--- config.mk ---
export PLATFORM = sky130hd
export DESIGN_NAME = sic_regs
export DESIGN_NICKNAME = d
export VERILOG_FILES = /design/src/hw/rtl/sampson_inlier_counter_defines.svh /design/src/hw/rtl/sic_pkg.sv /design/src/hw/rtl/sic_regs.sv
export SDC_FILE = /design/constraint.sdc
export NUM_CORES = 1
export LEC_CHECK = 0
export BUFFER_PORTS_ARGS = -buffer_cell sky130_fd_sc_hd__clkbuf_2
export CAP_MARGIN = 30
export CORE_AREA = 2 2 159 161
export DETAILED_ROUTE_END_ITERATION = 10
export DIE_AREA = 0 0 161 163
export REMOVE_ABC_BUFFERS = 1
export SLEW_MARGIN = 40
export SYNTH_ARGS = -nofsm -noshare
export SYNTH_HDL_FRONTEND = slang
export SYNTH_SLANG_ARGS = --single-unit
--- constraint.sdc ---
create_clock -name clk_i -period 1.7 [get_ports clk_i]
set_clock_uncertainty 0.1 [all_clocks]
set_input_delay 0.17 -clock clk_i [delete_from_list [all_inputs] [get_ports clk_i]]
set_output_delay 0.17 -clock clk_i [all_outputs]
set_load 0.05 [all_outputs]
--- src/hw/rtl/sampson_inlier_counter_defines.svh ---
// ----------------------------------------------------------------------------
// Sampson inlier counter assertion macros
// Shared concurrent assertion forms, clocked on clk_i and off during reset.
// ----------------------------------------------------------------------------
`ifndef SAMPSON_INLIER_COUNTER_DEFINES_SVH
`define SAMPSON_INLIER_COUNTER_DEFINES_SVH

// The consequent must hold in the same cycle as the antecedent.
`define SIC_ASSERT_NOW(lbl, ante, cons, msg) \
  lbl: assert property (@(posedge clk_i) disable iff (!rst_ni) (ante) |-> (cons)) \
    else $error(msg);

// The consequent must hold in the cycle after the antecedent.
`define SIC_ASSERT_NEXT(lbl, ante, cons, msg) \
  lbl: assert property (@(posedge clk_i) disable iff (!rst_ni) (ante) |=> (cons)) \
    else $error(msg);

`endif

--- src/hw/rtl/sic_pkg.sv ---
// ----------------------------------------------------------------------------
// Sampson inlier counter package
// Widths, register map, controller types and matrix entry selection.
// ----------------------------------------------------------------------------
package sic_pkg;

  // Saturation limit of the inlier count and the count width it needs.
  localparam int unsigned MaxPoints = 4096;
  localparam int unsigned CountW    = $clog2(MaxPoints + 1);

  // Field widths.
  localparam int unsigned CoordW = 16;  // Q3.12 point coordinate
  localparam int unsigned EntryW = 16;  // Q1.14 matrix entry
  localparam int unsigned RowW   = 3 * EntryW;
  localparam int unsigned ThrW   = 16;  // Q0.16 threshold
  localparam int unsigned TotalW = 13;

  // Datapath widths.
  localparam int unsigned ProdW = EntryW + CoordW;   // entry times coordinate
  localparam int unsigned LinW  = 34;                // a and b, units 2^-26
  localparam int unsigned NumW  = 50;                // numerator, units 2^-38
  localparam int unsigned RndW  = 23;                // rounded a and b, units 2^-14
  localparam int unsigned SqW   = 2 * RndW;
  localparam int unsigned DenW  = 47;                // denominator, units 2^-28
  localparam int unsigned LhsW  = 56;                // |num| scaled to 2^-44
  localparam int unsigned RhsW  = ThrW + DenW;       // t * den, units 2^-44

  // The homogeneous coordinate 1.0 in Q3.12 and the rounding step to 2^-14.
  localparam int unsigned OneShift   = 12;
  localparam logic signed [CoordW-1:0] OneQ12 = CoordW'(1 << OneShift);
  localparam int unsigned RoundShift = 12;
  localparam int unsigned RoundHalf  = 1 << (RoundShift - 1);
  localparam int unsigned LhsShift   = 6;

  // Configuration port.
  localparam int unsigned AddrW = 5;
  localparam int unsigned DataW = 64;
  localparam logic [ThrW-1:0] ThrReset = ThrW'(66);

  typedef logic [1:0] sic_reg_idx_t;
  localparam sic_reg_idx_t RegRow0 = 2'd0;
  localparam sic_reg_idx_t RegRow1 = 2'd1;
  localparam sic_reg_idx_t RegRow2 = 2'd2;
  localparam sic_reg_idx_t RegThr  = 2'd3;

  // Row or column index of the 3x3 matrix.
  typedef logic [1:0] sic_idx_t;
  localparam sic_idx_t Idx0 = 2'd0;
  localparam sic_idx_t Idx1 = 2'd1;
  localparam sic_idx_t Idx2 = 2'd2;

  typedef struct packed {
    logic [RowW-1:0] row0;
    logic [RowW-1:0] row1;
    logic [RowW-1:0] row2;
    logic [ThrW-1:0] thr;
  } sic_cfg_t;

  typedef enum logic [2:0] {
    ST_IDLE,
    ST_LIN0,
    ST_LIN1,
    ST_LIN2,
    ST_ACC2,
    ST_SCALE,
    ST_TEST
  } sic_state_e;

  typedef struct packed {
    logic     load;
    logic     lin_en;
    sic_idx_t lin_idx;
    logic     acc_en;
    sic_idx_t acc_idx;
    logic     scale_en;
    logic     test_en;
  } sic_cmd_t;

  typedef struct packed {
    logic set_end;
  } sic_sts_t;

  // Entry (r, c) of the matrix as a signed Q1.14 value.
  function automatic logic signed [EntryW-1:0] mat_entry(input sic_cfg_t cfg,
                                                         input sic_idx_t r,
                                                         input sic_idx_t c);
    logic [RowW-1:0] row;
    logic [EntryW-1:0] val;
    case (r)
      Idx0:    row = cfg.row0;
      Idx1:    row = cfg.row1;
      default: row = cfg.row2;
    endcase
    case (c)
      Idx0:    val = row[EntryW-1:0];
      Idx1:    val = row[2*EntryW-1:EntryW];
      default: val = row[3*EntryW-1:2*EntryW];
    endcase
    return $signed(val);
  endfunction

endpackage

--- src/hw/rtl/sic_regs.sv ---
// ----------------------------------------------------------------------------
// Sampson inlier counter registers
// APB register file holding the three matrix rows and the threshold.
// ----------------------------------------------------------------------------
module sic_regs (
  input  logic                      clk_i,
  input  logic                      rst_ni,
  input  logic                      psel,
  input  logic                      penable,
  input  logic                      pwrite,
  input  logic [sic_pkg::AddrW-1:0] paddr,
  input  logic [sic_pkg::DataW-1:0] pwdata,
  output logic [sic_pkg::DataW-1:0] prdata,
  output logic                      pready,
  output sic_pkg::sic_cfg_t         cfg_o
);
  import sic_pkg::*;

  sic_cfg_t     cfg_q;
  sic_reg_idx_t reg_idx;
  logic         wr_en;

  // Registers sit on 8-byte boundaries.
  assign reg_idx = paddr[AddrW-1:3];
  assign wr_en   = psel & penable & pwrite;
  assign pready  = 1'b1;

  always_ff @(posedge clk_i or negedge rst_ni) begin
    if (!rst_ni) begin
      cfg_q.row0 <= '0;
      cfg_q.row1 <= '0;
      cfg_q.row2 <= '0;
      cfg_q.thr  <= ThrReset;
    end else if (wr_en) begin
      case (reg_idx)
        RegRow0: cfg_q.row0 <= pwdata[RowW-1:0];
        RegRow1: cfg_q.row1 <= pwdata[RowW-1:0];
        RegRow2: cfg_q.row2 <= pwdata[RowW-1:0];
        RegThr:  cfg_q.thr  <= pwdata[ThrW-1:0];
        default: cfg_q.thr  <= cfg_q.thr;
      endcase
    end
  end

  always_comb begin
    case (reg_idx)
      RegRow0: prdata = DataW'(cfg_q.row0);
      RegRow1: prdata = DataW'(cfg_q.row1);
      RegRow2: prdata = DataW'(cfg_q.row2);
      RegThr:  prdata = DataW'(cfg_q.thr);
      default: prdata = '0;
    endcase
  end

  assign cfg_o = cfg_q;

endmodule

# Yosys cells after proc, flatten, opt, wreduce, memory -nomap -nowiden
# Cells that the tools add are included.
word_totals:
  output_inout_bits: 225
  word_cells: 15
  regBits: 160
op_classes:
  n_mux: 1
  n_eq_ne: 3
  bitwise_logic: 2
  n_reduce_logical: 5
op_table:
  columns: ["op", "n"]
  rows:
  - ["$pmux W64 S4", 1]
  - ["$reduce_and A2 Y1", 4]
  - ["$eq A2 B2 Y1 const B", 2]
  - ["$and A1 B1 Y1", 2]
  - ["$eq A2 B1 Y1 const B", 1]
  - ["$logic_not A2 Y1", 1]

# Logic depth before layout (Yosys ltp)
logic_depth:
  ltp_word: 3
  ltp_mapped: 6
  ltp_nobuf: 3

# Least setup slack after synthesis
# No wires, ideal clock.
synth_path:
  path_type: "input to output"
  start: "input paddr[3] (netlist bit)"
  end: "output prdata[27] (netlist bit)"
  t_arrival_ps: 2047
  setup_slack_ps: -617
  required_time_ps: 1430
  path_stages: 5
  cell_sequence: "buf_4 -> buf_2 -> buf_2 -> mux2i_1 -> o21ai_0"
synth_between:
  elab_chain_cells: 2
  word_cells_on_any_way: 5
  cone_classes: "eq/ne (3); mux (1); reduce/logical (1)"
synth_lines:
  columns: ["item", "line_no", "source"]
  rows:
  - ["start: declaration", "sic_regs.sv:11", "input logic [sic_pkg::AddrW-1:0] paddr,"]
  - ["$eq A2 B2 Y1 (tied with other cells)", "sic_regs.sv:46", "case (reg_idx)"]
  - ["$pmux W64 S4 *", "sic_regs.sv:46", null]
  - ["end: declaration", "sic_regs.sv:13", "output logic [sic_pkg::DataW-1:0] prdata,"]
# Every way passes the cells marked *; elsewhere a longest branch is shown, timed or not. The select of a mux whose other input is x is not followed.

# Worst setup path after layout
layout_path:
  start: "register cfg_q (netlist bit cfg_o[0])"
  end: "output prdata[0] (netlist bit)"
layout_between:
  elab_chain_cells: 1
layout_lines:
  columns: ["item", "line_no", "source"]
  rows:
  - ["start: declaration", "sic_regs.sv:19", "sic_cfg_t cfg_q;"]
  - ["$pmux W64 S4", "sic_regs.sv:46", null]
# No other way between the ends. The select of a mux whose other input is x is not followed.

==> results by group <==
Status
  – Outcome: finished with violations
  – Violated checks: negative setup slack

Timing
  – Final setup viols: 16
  – Setup_tns: -0.659 ns
  – Post-route minimum period: 1.76 ns
  – Max Slew Vio Count: 0
  – Final worst path period share: 104%
  – Worst Slack Setup Final: -0.0648 ns
  – RSZ-0062 raised after global routing: yes
  – Hold Fails Final Rpt: 0
  – Fmax: ~0.57 GHz

Cells and area
  – Area delta synth->final: 49.7%
  – Layout fillers: 2300
  – Fin area: between 10000 and 15000 um2
  – Layout cell share with drive strength beyond 1: between 60% and 70%
  – Most common cell after layout, fill and taps aside: clkbuf_2
  – # nets final: 946
  – Reg area: about 4000 um2
  – Max reg flops: 160
  – ANT cells: 0
  – Most frequent cells in the layout: clkbuf_2, dfrtp_1, mux2_2
  – Final cell count without fillers: ~1200
  – Multi-input gate area: 2960 um2

GRT
  – Initial antenna violation count: 0
  – Grt met2 use: 25.6%
  – Gr ovfl total: 0
  – Global-route wire length before repair: 30.8 mm
  – Vias in the first global route: 5391
  – Total Routing Usage GR: between 10% and 20%
  – Grt met1 use: 19.5%
  – Routing usage on met3: under 10%
  – Gr busiest metal: met2
  – Largest net degree at the start of global routing: 42

Drt
  – Drt wl/cell: 16.5 um
  – Drt pass-1 iters: 4
  – Initial DRC Count: roughly 220
  – Final antenna-violating net count: 0
  – Drt drc: 0
  – Detailed Route WL: approximately 20 mm
  – Vias: between 5000 and 6000
  – DR vias/cell: 4.49

CTS
  – Clock Path Buffers: 2
  – Root buf cell: clkbuf_16
  – CTS tree: built
  – Clock Latency Late Sink: 0.41 ns
  – CTS sink cnt: 160
  – Clock-pin slew on the worst setup and hold paths: roughly 0.070 ns
  – Inserted Clock Buffers: 17
  – H-tree depth: 4

Synthesis
  – Post-synth ARST share: 100%
  – Post-synthesis sequential area ratio: a little under three fifths
  – Post-synthesis simple-gate area fraction: under 10%
  – Post-Syn Area: 7210 um2
  – Main combinational cell family by area after synthesis: multiplexers
  – Mean Syn Cell Area: 14.7 um2
  – Post-synth EDFFs: 0
  – Ys flop type: dfrtp_1
  – Xor and xnor area share after synthesis: 0%
  – Yosys cell types: 22
  – Post-synthesis mux area share: 35.5%
  – Cells after Synth: 491
  – Synth Warn #: 0
  – Compound-cell area share of the yosys netlist: 2.22%
  – #FFs+latches synth: 160
  – Post-synthesis adder-cell area fraction: 0%

Setup path
  – Top delay family on crit path: multiplexers
  – Setup crit start kind: flop
  – Worst Setup SP: cfg_o[0]
  – CP Cell Sequence: mux4_2 > clkbuf_16
  – CP max stage delay: 0.49 ns
  – Setup crit end kind: primary output
  – Worst EP required: 1.43 ns
  – Worst setup endpoint: prdata[0]
  – Number of buffers and inverters on the critical path: 1
  – Reg2Reg Setup Slack: 0.57 ns
  – Critical Path Stages: 2
  – Crit path kind: reg -> out
  – Worst reg-to-reg path cell count: 3
  – Slowest-stage cell, CP: mux4_2
  – Crit path arrival time: roughly 1.5 ns
  – Reg-to-reg endpoint: cfg_o[15]
  – R2r startpoint: cfg_o[15]
  – Crit path max fanout: 2

Power and ir drop
  – Sw frac: 45.0%
  – Peak supply drop: 0.799 mV
  – Power share of the clock group: approximately 22%
  – Leak pwr: between 5 and 6 nW
  – PwrDens: 1590 nW/um2
  – Part of the power in registers: 31.5%
  – P_int: roughly 9.5 mW
  – Switch Pwr: 7.75 mW
  – Comb pwr share: 46.6%
  – Final Power: 17.2 mW

Flow run
  – Max-cap violations: 0

Floorplan
  – Core ar.: 24700 um2
  – Starting Density: between 20% and 30%
  – Core Rows: 58
  – Die width: between 150 and 200 um
  – Top Ports: between 200 and 300
  – Die height: 163 um
  – Die area: 26200 um2

Placement
  – Detailed placer's ending HPWL: approximately 14 mm
  – DP Area: 9160 um2
  – Gpl congestion: 0.754
  – DP Cell Count: 1084
  – I/O Buffers: 262

Hold path
  – Min-Delay Path Class: in -> async
==> per-stage QoR <==
stage | util (%) | worst slack, ns | hold WS (ns)
2_1_floorplan | - | -2.56 | -0.226
3_3_place_gp | 37.1 | 0.0311 | 0.0230
3_5_place_dp | 37.1 | 0.0177 | 0.0272
4_1_cts | 43.3 | -0.0913 | 0.150
5_1_grt | 43.8 | -0.116 | 0.180
6_report | 43.8 | -0.0648 | 0.150
==> power by group through the flow <==
stage               clock [mW]  sequential, mW  combinational, mW
floorplan                    0            8.50               2.28
global placement             0            5.52               7.11
detailed placement           0            5.54               7.16
CTS                       3.88            5.41               7.89
global route              4.06            5.53               8.33
finish                    3.77            5.42               8.01
==> timing repair <==
action | CTS | global route
gates resized for setup | 33 | 40
hold buffers | 49 | 0
hold endpoints to repair | 320 | 0
buffers inserted | 41 | 9
setup endpoints to repair | 16 | 32
==> synth_stat cells, types with 2 or more instances <==
master	n	area (um2)
nand2_1	32	120
mux4_2	16	360
dfrtp_1	158	3950
buf_6	3	33.8
dfstp_2	2	52.6
mux2_1	4	45.0
clkbuf_1	4	15.0
buf_2	20	100
buf_4	22	165
conb_1	2	7.51
mux2i_1	32	320
mux2_2	136	1530
mux2_4	20	300
o21ai_0	32	160
==> layout make-up <==
type	instances	area share [%]
flip-flops and latches	160	37.1
repair buffers	396	26.3
clock inverters	10	1.05
clock buffers	20	4.23
inverters	1	0.0348
multi-input cells	296	27.4
well taps	330	3.82
==> worst min path at each step <==
stage                 to  slack, ns
6_report       cfg_o[23]       0.15
5_1_grt        cfg_o[23]       0.18
4_1_cts        cfg_o[23]       0.15
3_5_place_dp   cfg_o[23]       0.03
3_3_place_gp   cfg_o[71]       0.02
2_1_floorplan   cfg_o[0]      -0.23
==> routing by layer <==
metal,part of all wire [%],vias up,wire (um)
li1,-,2486,-
met1,44,2774,8760
met2,50,176,10100
met3,4.8,16,958
met4,1.3,0,254
met5,0,-,0
==> cells by family (layout without fill, tap and decap cells) <==
family,Yosys count,count (layout)
AO/OA/AOI/OAI,32,32
multiplexers,208,208
buffers and inverters,50,427
other,2,17
AND/OR/NAND/NOR,39,39
flip-flops,160,160
==> worst reg2reg max path: cells and delay by family, from the launching register on <==
| family | cells | cell delay (ns) |
|---|---|---|
| buffers and inverters | 2 | 0.27 |
| flip-flops | 1 | 0.40 |
| multiplexers | 1 | 0.25 |
Note: power is estimated with default switching activity, not from simulation.
