<file path="src/hw/rtl/sampson_inlier_counter_defines.svh">
// ----------------------------------------------------------------------------
// Sampson inlier counter assertion macros
// Shared concurrent assertion forms, clocked on clk_i and off during reset.
// ----------------------------------------------------------------------------
`ifndef SAMPSON_INLIER_COUNTER_DEFINES_SVH
`define SAMPSON_INLIER_COUNTER_DEFINES_SVH

// The consequent must hold in the same cycle as the antecedent.
`define SIC_ASSERT_NOW(lbl, ante, cons, msg) \
  lbl: assert property (@(posedge clk_i) disable iff (!rst_ni) (ante) |-> (cons)) \
    else $error(msg);

// The consequent must hold in the cycle after the antecedent.
`define SIC_ASSERT_NEXT(lbl, ante, cons, msg) \
  lbl: assert property (@(posedge clk_i) disable iff (!rst_ni) (ante) |=> (cons)) \
    else $error(msg);

`endif

</file>
<file path="src/hw/rtl/sic_pkg.sv">
// ----------------------------------------------------------------------------
// Sampson inlier counter package
// Widths, register map, controller types and matrix entry selection.
// ----------------------------------------------------------------------------
package sic_pkg;

  // Saturation limit of the inlier count and the count width it needs.
  localparam int unsigned MaxPoints = 4096;
  localparam int unsigned CountW    = $clog2(MaxPoints + 1);

  // Field widths.
  localparam int unsigned CoordW = 16;  // Q3.12 point coordinate
  localparam int unsigned EntryW = 16;  // Q1.14 matrix entry
  localparam int unsigned RowW   = 3 * EntryW;
  localparam int unsigned ThrW   = 16;  // Q0.16 threshold
  localparam int unsigned TotalW = 13;

  // Datapath widths.
  localparam int unsigned ProdW = EntryW + CoordW;   // entry times coordinate
  localparam int unsigned LinW  = 34;                // a and b, units 2^-26
  localparam int unsigned NumW  = 50;                // numerator, units 2^-38
  localparam int unsigned RndW  = 23;                // rounded a and b, units 2^-14
  localparam int unsigned SqW   = 2 * RndW;
  localparam int unsigned DenW  = 47;                // denominator, units 2^-28
  localparam int unsigned LhsW  = 56;                // |num| scaled to 2^-44
  localparam int unsigned RhsW  = ThrW + DenW;       // t * den, units 2^-44

  // The homogeneous coordinate 1.0 in Q3.12 and the rounding step to 2^-14.
  localparam int unsigned OneShift   = 12;
  localparam logic signed [CoordW-1:0] OneQ12 = CoordW'(1 << OneShift);
  localparam int unsigned RoundShift = 12;
  localparam int unsigned RoundHalf  = 1 << (RoundShift - 1);
  localparam int unsigned LhsShift   = 6;

  // Configuration port.
  localparam int unsigned AddrW = 5;
  localparam int unsigned DataW = 64;
  localparam logic [ThrW-1:0] ThrReset = ThrW'(66);

  typedef logic [1:0] sic_reg_idx_t;
  localparam sic_reg_idx_t RegRow0 = 2'd0;
  localparam sic_reg_idx_t RegRow1 = 2'd1;
  localparam sic_reg_idx_t RegRow2 = 2'd2;
  localparam sic_reg_idx_t RegThr  = 2'd3;

  // Row or column index of the 3x3 matrix.
  typedef logic [1:0] sic_idx_t;
  localparam sic_idx_t Idx0 = 2'd0;
  localparam sic_idx_t Idx1 = 2'd1;
  localparam sic_idx_t Idx2 = 2'd2;

  typedef struct packed {
    logic [RowW-1:0] row0;
    logic [RowW-1:0] row1;
    logic [RowW-1:0] row2;
    logic [ThrW-1:0] thr;
  } sic_cfg_t;

  typedef enum logic [2:0] {
    ST_IDLE,
    ST_LIN0,
    ST_LIN1,
    ST_LIN2,
    ST_ACC2,
    ST_SCALE,
    ST_TEST
  } sic_state_e;

  typedef struct packed {
    logic     load;
    logic     lin_en;
    sic_idx_t lin_idx;
    logic     acc_en;
    sic_idx_t acc_idx;
    logic     scale_en;
    logic     test_en;
  } sic_cmd_t;

  typedef struct packed {
    logic set_end;
  } sic_sts_t;

  // Entry (r, c) of the matrix as a signed Q1.14 value.
  function automatic logic signed [EntryW-1:0] mat_entry(input sic_cfg_t cfg,
                                                         input sic_idx_t r,
                                                         input sic_idx_t c);
    logic [RowW-1:0] row;
    logic [EntryW-1:0] val;
    case (r)
      Idx0:    row = cfg.row0;
      Idx1:    row = cfg.row1;
      default: row = cfg.row2;
    endcase
    case (c)
      Idx0:    val = row[EntryW-1:0];
      Idx1:    val = row[2*EntryW-1:EntryW];
      default: val = row[3*EntryW-1:2*EntryW];
    endcase
    return $signed(val);
  endfunction

endpackage

</file>
<file path="src/hw/rtl/sic_ctrl.sv">
// ----------------------------------------------------------------------------
// Sampson inlier counter controller
// Sequences one correspondence through the datapath and owns result valid.
// ----------------------------------------------------------------------------
`include "sampson_inlier_counter_defines.svh"

module sic_ctrl (
  input  logic              clk_i,
  input  logic              rst_ni,
  input  logic              in_valid_i,
  output logic              in_ready_o,
  output logic              out_valid_o,
  input  logic              out_ready_i,
  output sic_pkg::sic_cmd_t cmd_o,
  input  sic_pkg::sic_sts_t sts_i
);
  import sic_pkg::*;

  sic_state_e state_q, state_d;
  logic       out_valid_q, out_valid_d;

  always_ff @(posedge clk_i or negedge rst_ni) begin
    if (!rst_ni) begin
      state_q     <= ST_IDLE;
      out_valid_q <= 1'b0;
    end else begin
      state_q     <= state_d;
      out_valid_q <= out_valid_d;
    end
  end

  always_comb begin
    state_d    = state_q;
    in_ready_o = 1'b0;
    cmd_o      = '0;
    case (state_q)
      ST_IDLE: begin
        in_ready_o = 1'b1;
        if (in_valid_i) begin
          cmd_o.load = 1'b1;
          state_d    = ST_LIN0;
        end
      end
      ST_LIN0: begin
        cmd_o.lin_en  = 1'b1;
        cmd_o.lin_idx = Idx0;
        state_d       = ST_LIN1;
      end
      ST_LIN1: begin
        cmd_o.lin_en  = 1'b1;
        cmd_o.lin_idx = Idx1;
        cmd_o.acc_en  = 1'b1;
        cmd_o.acc_idx = Idx0;
        state_d       = ST_LIN2;
      end
      ST_LIN2: begin
        cmd_o.lin_en  = 1'b1;
        cmd_o.lin_idx = Idx2;
        cmd_o.acc_en  = 1'b1;
        cmd_o.acc_idx = Idx1;
        state_d       = ST_ACC2;
      end
      ST_ACC2: begin
        cmd_o.acc_en  = 1'b1;
        cmd_o.acc_idx = Idx2;
        state_d       = ST_SCALE;
      end
      ST_SCALE: begin
        cmd_o.scale_en = 1'b1;
        state_d        = ST_TEST;
      end
      ST_TEST: begin
        // A closing item waits here until the previous total is taken.
        if (!sts_i.set_end || !out_valid_q || out_ready_i) begin
          cmd_o.test_en = 1'b1;
          state_d       = ST_IDLE;
        end
      end
      default: begin
        state_d = ST_IDLE;
      end
    endcase
  end

  always_comb begin
    out_valid_d = out_valid_q;
    if (cmd_o.test_en && sts_i.set_end) begin
      out_valid_d = 1'b1;
    end else if (out_ready_i) begin
      out_valid_d = 1'b0;
    end
  end

  assign out_valid_o = out_valid_q;

  `SIC_ASSERT_NEXT(a_accept_starts, in_valid_i && in_ready_o, state_q == ST_LIN0, "accept did not start the pass")
  `SIC_ASSERT_NOW(a_no_overwrite, cmd_o.test_en && sts_i.set_end, !out_valid_q || out_ready_i, "pending total overwritten")
  `SIC_ASSERT_NEXT(a_total_posted, cmd_o.test_en && sts_i.set_end, out_valid_q, "closing item posted no total")
  `SIC_ASSERT_NEXT(a_scale_to_test, state_q == ST_SCALE, state_q == ST_TEST, "scale step not followed by test")

endmodule

</file>
<file path="config.mk">
export PLATFORM = sky130hd
export DESIGN_NAME = sic_ctrl
export DESIGN_NICKNAME = d
export VERILOG_FILES = /design/src/hw/rtl/sic_pkg.sv /design/src/hw/rtl/sic_ctrl.sv
export VERILOG_INCLUDE_DIRS = /design/src /design/src/hw/rtl
export SDC_FILE = /design/constraint.sdc
export NUM_CORES = 1
export LEC_CHECK = 0
export BUFFER_PORTS_ARGS = -buffer_cell sky130_fd_sc_hd__buf_2
export CAP_MARGIN = 20
export CORE_AREA = 2 2 39 41
export CTS_BUF_LIST = sky130_fd_sc_hd__clkbuf_8 sky130_fd_sc_hd__clkbuf_16
export CTS_CLUSTER_DIAMETER = 80
export DETAILED_ROUTE_END_ITERATION = 12
export DIE_AREA = 0 0 41 43
export HOLD_SLACK_MARGIN = 0.1
export SLEW_MARGIN = 30
export SYNTH_ARGS = -nofsm -noshare
export SYNTH_HDL_FRONTEND = slang
export SYNTH_SLANG_ARGS = --single-unit
</file>
<file path="constraint.sdc">
create_clock -name clk_i -period 1.6 [get_ports clk_i]
set_clock_uncertainty 0.15 [all_clocks]
set_input_delay 0.08 -clock clk_i [delete_from_list [all_inputs] [get_ports clk_i]]
set_output_delay 0.08 -clock clk_i [all_outputs]
set_load 0.02 [all_outputs]
</file>
Word-level counts from Yosys, hierarchy flattened
Index checks and enable logic that the tools add are counted.
{"block": "totals", "reg_bits": 4, "inputBits": 5, "elab_cells": 31}
{"block": "classes", "eq_ne": 8, "muxes": 13, "reduce_logical": 8}
{"operator": "case mux 3 bit (7 select lines)", "n": 1}
{"operator": "case mux 3 bit (3 select lines)", "n": 2}
{"operator": "== test 3 bit, second input constant", "n": 3}
{"operator": "2-to-1 mux 1 bit", "n": 8}
{"operator": "== test 3 x 2 -> 1 bit, second input constant", "n": 2}
{"operator": "2-to-1 mux 3 bit", "n": 2}
{"operator": "!= test 2 bit, second input constant", "n": 2}
{"operator": "== test 3 x 1 -> 1 bit, second input constant", "n": 1}
{"operator": "logical NOT 3 bit", "n": 1}
{"operator": "logical NOT 1 bit", "n": 2}
{"operator": "logical OR 1 bit", "n": 2}
{"operator": "AND reduction 2 bit", "n": 1}
{"operator": "nonzero test 2 bit", "n": 1}
{"operator": "logical AND 1 bit", "n": 1}

Longest topological paths before layout
Gate-level depths: netlist of run 1.
{"block": "logic_depth", "depth_word": 7, "depth_mapped": 3, "ltp_nobuf": 2}

Worst setup path after synthesis of run 1
Ideal clock, no wire load.
{"block": "synth_timing", "path_kind": "register to output", "from": "reg state_q[1]", "to": "out cmd_o[8] in the netlist's numbering", "arrival_ns": 1.067, "slack_ns": 0.303, "path_stages_with_launch": 4, "path_cell_list": "dfrtp_1 buf_6 nor3_4 and2_1"}
{"element": "start, declared", "line": "sic_ctrl.sv:19", "text": "sic_state_e state_q, state_d;"}
{"element": "start signal, assigned", "line": "sic_ctrl.sv:27", "text": "state_q <= state_d;"}
{"element": "end, declared", "line": "sic_ctrl.sv:14", "text": "output sic_pkg::sic_cmd_t cmd_o,"}

==> results of run 1 <==
## synthesized netlist by cell type
master    instances  share of area
nor3_1            1          0.017
and2_1            2          0.043
dfrtp_1           4           0.34
mux2i_1           1          0.034
nor2_1            4          0.051
xnor2_1           1          0.030
a32o_1            1          0.034
nor3_4            1          0.056
a31oi_1           1          0.021
o221ai_1          1          0.030
a211oi_2          1          0.043
nor2b_2           1          0.030
buf_4             1          0.026
and3_1            1          0.021
inv_2             1          0.013
nand3b_1          2          0.051
nand2b_1          2          0.043
inv_1             3          0.038
buf_6             2          0.077
## cells by family after synthesis
kind of cell           after synthesis
XOR/XNOR                             1
buffers and inverters                7
AO/OA/AOI/OAI                        4
flip-flops                           4
multiplexers                         1
AND/OR/NAND/NOR                     14
## state kept, by name, indices dropped and copies added, names as in the netlist
signal / cells
state_q: 3
out_valid_o: 1
## timing repair
action | CTS | global route
setup endpoints to repair | 0 | 2
hold buffers | 5 | 0
resized for setup | 0 | 1
setup buffers | 0 | 0
endpoints found under the hold margin | 6 | 0
## where the power goes
group	leakage [uW]	internal (uW)	total, uW	switching, uW
registers	0.0000498	146	266	119
clock network	0.0000216	160	208	48.2
logic	0.000167	215	496	281
## worst reg2reg max path: stages (launching register included)
cell	delay [ns]
dfrtp_1	0.57
nand3b_1	0.21
o221ai_1	0.14
## worst max path at each step
stage / to / depth (start not counted) / startpoint
global placement: cmd_o[0] / 3 / state_q[1]$_DFFE_PN0P_
finish: cmd_o[0] / 5 / out_ready_i
floorplan: cmd_o[8] / 3 / state_q[1]$_DFFE_PN0P_
CTS: cmd_o[0] / 3 / state_q[1]$_DFFE_PN0P_
detailed placement: cmd_o[0] / 3 / state_q[1]$_DFFE_PN0P_
global route: cmd_o[4] / 3 / state_q[2]$_DFFE_PN0P_
## cell type report
type | instances | area share
clock buffer | 3 | 0.0917
inverter | 4 | 0.0333
multi-input combinational | 20 | 0.328
sequential | 4 | 0.225
tap | 16 | 0.0444
timing repair buffer | 20 | 0.278
## per-stage QoR
stage               power [uW]  instances  hold slack, ns
floorplan                  668         31          -0.366
global placement           750         59          -0.265
detailed placement         757         59          -0.262
CTS                        983         67           0.370
global route              1050         67           0.405
finish                     970         67           0.372
## metal layers
metal,track usage,wire [um]
met1,0.118,284
met2,0.116,301
met3,0.0157,55
met4,0.100,14
met5,0,0
==> impl_metrics.toml, run 1 <==
[critical_path]
crit_path_frequent_cell = "buf_2"
worstPathArrival_ns = 1.28
crit_chain = "dlygate4sd3_1 > buf_2 > nand3b_1 > and3_1 > buf_2"
r2r-start = "state_q[2]$_DFFE_PN0P_"
crit_type = "primary input to output pin"
cp_max_fo = 3
r2r_slack_ns = 0.39
crit_buf_inv = 3
required_ns = 1.37
rr_worst_depth = 2
crit_family = "buffers and inverters"
worst_setup_path_start_kind = "primary input"
critPathCaptureType = "output pin"
critPathMaxStageDelay_ns = 0.53
worstReg2RegEnd = "state_q[2]$_DFFE_PN0P_"
critPathSlowestCell = "dlygate4sd3_1"

[run]
cap_violations = 0

[finish]
seq_area_um2 = 101
finish.utilization = 0.325
fin_nets = 58
syn_to_final_growth_pct = 53.8
drive_gt1_frac = 0.451
design_area_um2 = 450
final_common_cell = "buf_2"
antenna_cells = 0
fillCellCount = 144
final_cell_mix = "buf_2, dlygate4sd3_1, nor2_1"
multi_input_area_um2 = 148

[cts]
cts-root-buf = "clkbuf_8"
clock_latency_ns = 0.21
cts_num_sinks = 4
clk_pin_slew_ns = 0.03
cts.htree.levels = 1
cts.path.max_buffers = 2
cts_made_buffers = 3
cts_tree = "built"

[place]
dp_hpwl_um = 470
gp_congestion = 0.730
dpl_cell_area_um2 = 358
preCtsSetupSlack_ns = 0.255
port-buffer-count = 15

[yosys]
synth_compound_area_frac = 0.128
synth_warnings = 0
synth_top_family_by_area = "simple AND/OR/NAND/NOR gates"
synth-xor-area-share = 0.0299
synth_area_um2 = 293
seq_area_frac_synth = 0.342
synth_adder_area_share = 0
synth.distinct_cells = 19
synthSimpleGateAreaFrac = 0.312
synth_nets = 36
avgSynthCellArea_um2 = 9.44
synth_mux_area_frac = 0.0342
ys_seq_elements = 4
netlist_instances = 31

[floorplan]
core-area_um2 = 1380
die_h_um = 43
die_x_um = 41
start_util = 0.212
die-area_um2 = 1760
rows = 14
io_pins = 16

[global_routing]
grt_pass1_vias = 262
grt_usage = 0.0920
antenna_found_initial = 0
overflow = 0
grt_max_degree = 12
grt_pass1_wl_um = 1020

[timing]
setup_viol = 0
fin_crit_sh = 0.941
rsz0062_at_grt = "no"
final_hold_viol_count = 0
final.setup.tns_ns = 0
fmax_mhz = 664
worst_pin_slew_ns = 0.393
drv_slew = 0
period_needed_ns = 1.51
timing.final.ws_setup_ns = 0.0936
slew_headroom = 0.738

[worst_hold_path]
hold_path_startpoint = "out_valid_o$_DFFE_PN0P_"
hold-path-cell-count = 1
min_delay_worst_endpoint = "out_valid_o$_DFFE_PN0P_"
hold_path.class = "flop to flop"

[drt]
wl_per_cell_um = 9.81
drt-total-wl_um = 657
first_pass_iters = 4
vias = 275
drt_iter0_drc = 6
viasPerCell = 4.10
ant_nets = 0
drc = 0

[status]
outcome = "finished, final reports clean"

[pwr]
ir_worst_vdd_mv = 0.737
cellPowerDensity_nw_per_um2 = 2150
leakagePower_uw = 0.000238
(Power assumes the default switching activity.)
==> inputs of run 2 (changes only) <==
Settings changed: CELL_PAD_IN_SITES_DETAIL_PLACEMENT set to 1, CELL_PAD_IN_SITES_GLOBAL_PLACEMENT set to 2, HOLD_SLACK_MARGIN 0.1 to 0.02, PLACE_DENSITY_LB_ADDON set to 0.1.
==> run 2 against run 1 <==
Effect of this change:
- critical path depth stayed put
- die area stayed put
- sequential share of layout area is 1.5 points higher
- global-route usage is 1.4 points higher
- first-iteration DRC count is 100% lower
- largest cell class unchanged
- largest power group unchanged
==> impl_metrics.toml, run 2 (same netlist as run 1, synthesis figures left out) <==
[drt]
first_pass_iters = 1
drt-total-wl_um = 723
ant_nets = 0
drc = 0
viasPerCell = 4.38
wl_per_cell_um = 11.1
vias = 285
drt_iter0_drc = 0

[place]
port-buffer-count = 15
gp_congestion = 0.675
dp_hpwl_um = 522
dp_cells = 59
preCtsSetupSlack_ns = 0.209

[global_routing]
antenna_found_initial = 0
grt_pass1_vias = 310
grt_usage = 0.106
overflow = 0
grt_pass1_wl_um = 1260
grt_max_degree = 12

[pwr]
cellPowerDensity_nw_per_um2 = 2250
total_power_uw = 974
leakagePower_uw = 0.000227
ir_worst_vdd_mv = 0.822

[floorplan]
die-area_um2 = 1760
rows = 14
die_h_um = 43
io_pins = 16
die_x_um = 41
start_util = 0.212
core-area_um2 = 1380

[finish]
regMostFlops = "state_q"
drive_gt1_frac = 0.510
antenna_cells = 0
syn_to_final_growth_pct = 47.9
final_common_cell = "buf_2"
fin_nets = 56
final_cell_mix = "buf_2, nor2_1"
final-instance-count-excl-fill = 65
largest_register_ffs = 3
fillCellCount = 163

[timing]
period_needed_ns = 1.50
final_hold_viol_count = 0
setup_viol = 0
drv_slew = 0
fin_crit_sh = 0.937
fmax_mhz = 667
worst_pin_slew_ns = 0.229
fin_hold_ws_ns = 0.0545
timing.final.ws_setup_ns = 0.100
final.setup.tns_ns = 0
slew_headroom = 0.846
rsz0062_at_grt = "no"

[cts]
cts_tree = "built"
cts.path.max_buffers = 2
cts_num_sinks = 4
cts-root-buf = "clkbuf_8"
cts.htree.levels = 1
cts_made_buffers = 3
clk_pin_slew_ns = 0.03
post_cts_buffers = 0
clock_latency_ns = 0.21

[worst_hold_path]
hold_path.class = "primary input to asynchronous set/reset pin"

[critical_path]
critPathCaptureType = "output pin"
cp_max_fo = 3
required_ns = 1.37
worst_setup_path_start_kind = "primary input"
crit_type = "primary input to output pin"
worstPathArrival_ns = 1.27

[run]
cap_violations = 0

[status]
outcome = "finished, final reports clean"
==> run 2: layout make-up <==
cell class | count | area, um^2 | area share
clock buffer | 3 | 41.3 | 0.0954
inverter | 4 | 15.0 | 0.0347
tap | 16 | 20.0 | 0.0462
timing repair buffer | 18 | 105 | 0.243
multi-input combinational | 20 | 148 | 0.341
sequential | 4 | 104 | 0.240
==> run 2: final timing paths <==
check,from,to,slack (ns),depth (start not counted)
min in group clk_i,in_valid_i,state_q[0]$_DFFE_PN0P_,0.08,3
setup reg to reg,state_q[1]$_DFFE_PN0P_,out_valid_o$_DFFE_PN0P_,0.39,2
hold reg to reg,out_valid_o$_DFFE_PN0P_,out_valid_o$_DFFE_PN0P_,0.36,1
max in group asynchronous,rst_ni,state_q[0]$_DFFE_PN0P_,1.12,2
setup / recovery,out_ready_i,cmd_o[0],0.10,5
hold / removal,rst_ni,out_valid_o$_DFFE_PN0P_,0.05,2
==> run 2: critical path: stages <==
cell and delay (ns):
dlygate4sd3_1 0.53, buf_2 0.13, nand3b_1 0.19, and3_1 0.20, buf_2 0.15
==> run 2: power breakdown <==
part	switching, uW	internal, uW	total (uW)
Combinational	276	211	487
Sequential	127	152	279
Clock	48.4	160	208
==> run 2: metal layers <==
layer,share of wire,GRT usage,routed length (um),vias up
li1,-,-,-,141
met1,0.45,0.126,325,130
met2,0.48,0.150,347,12
met3,0.051,0.0157,37,2
met4,0.017,0.100,12,0
met5,0,0,0,-
==> run 2: metrics by stage <==
step	area, um^2	utilization
6_report	433	0.313
5_1_grt	433	0.313
2_1_floorplan	293	-
4_1_cts	430	0.311
3_5_place_dp	358	0.259
3_3_place_gp	358	0.259
==> run 2: what timing repair did <==
| item | CTS | global route |
|---|---|---|
| endpoints found under the setup margin | 1 | 1 |
| hold endpoints to repair | 5 | 0 |
| gates resized for setup | 1 | 2 |
| hold buffers | 3 | 0 |
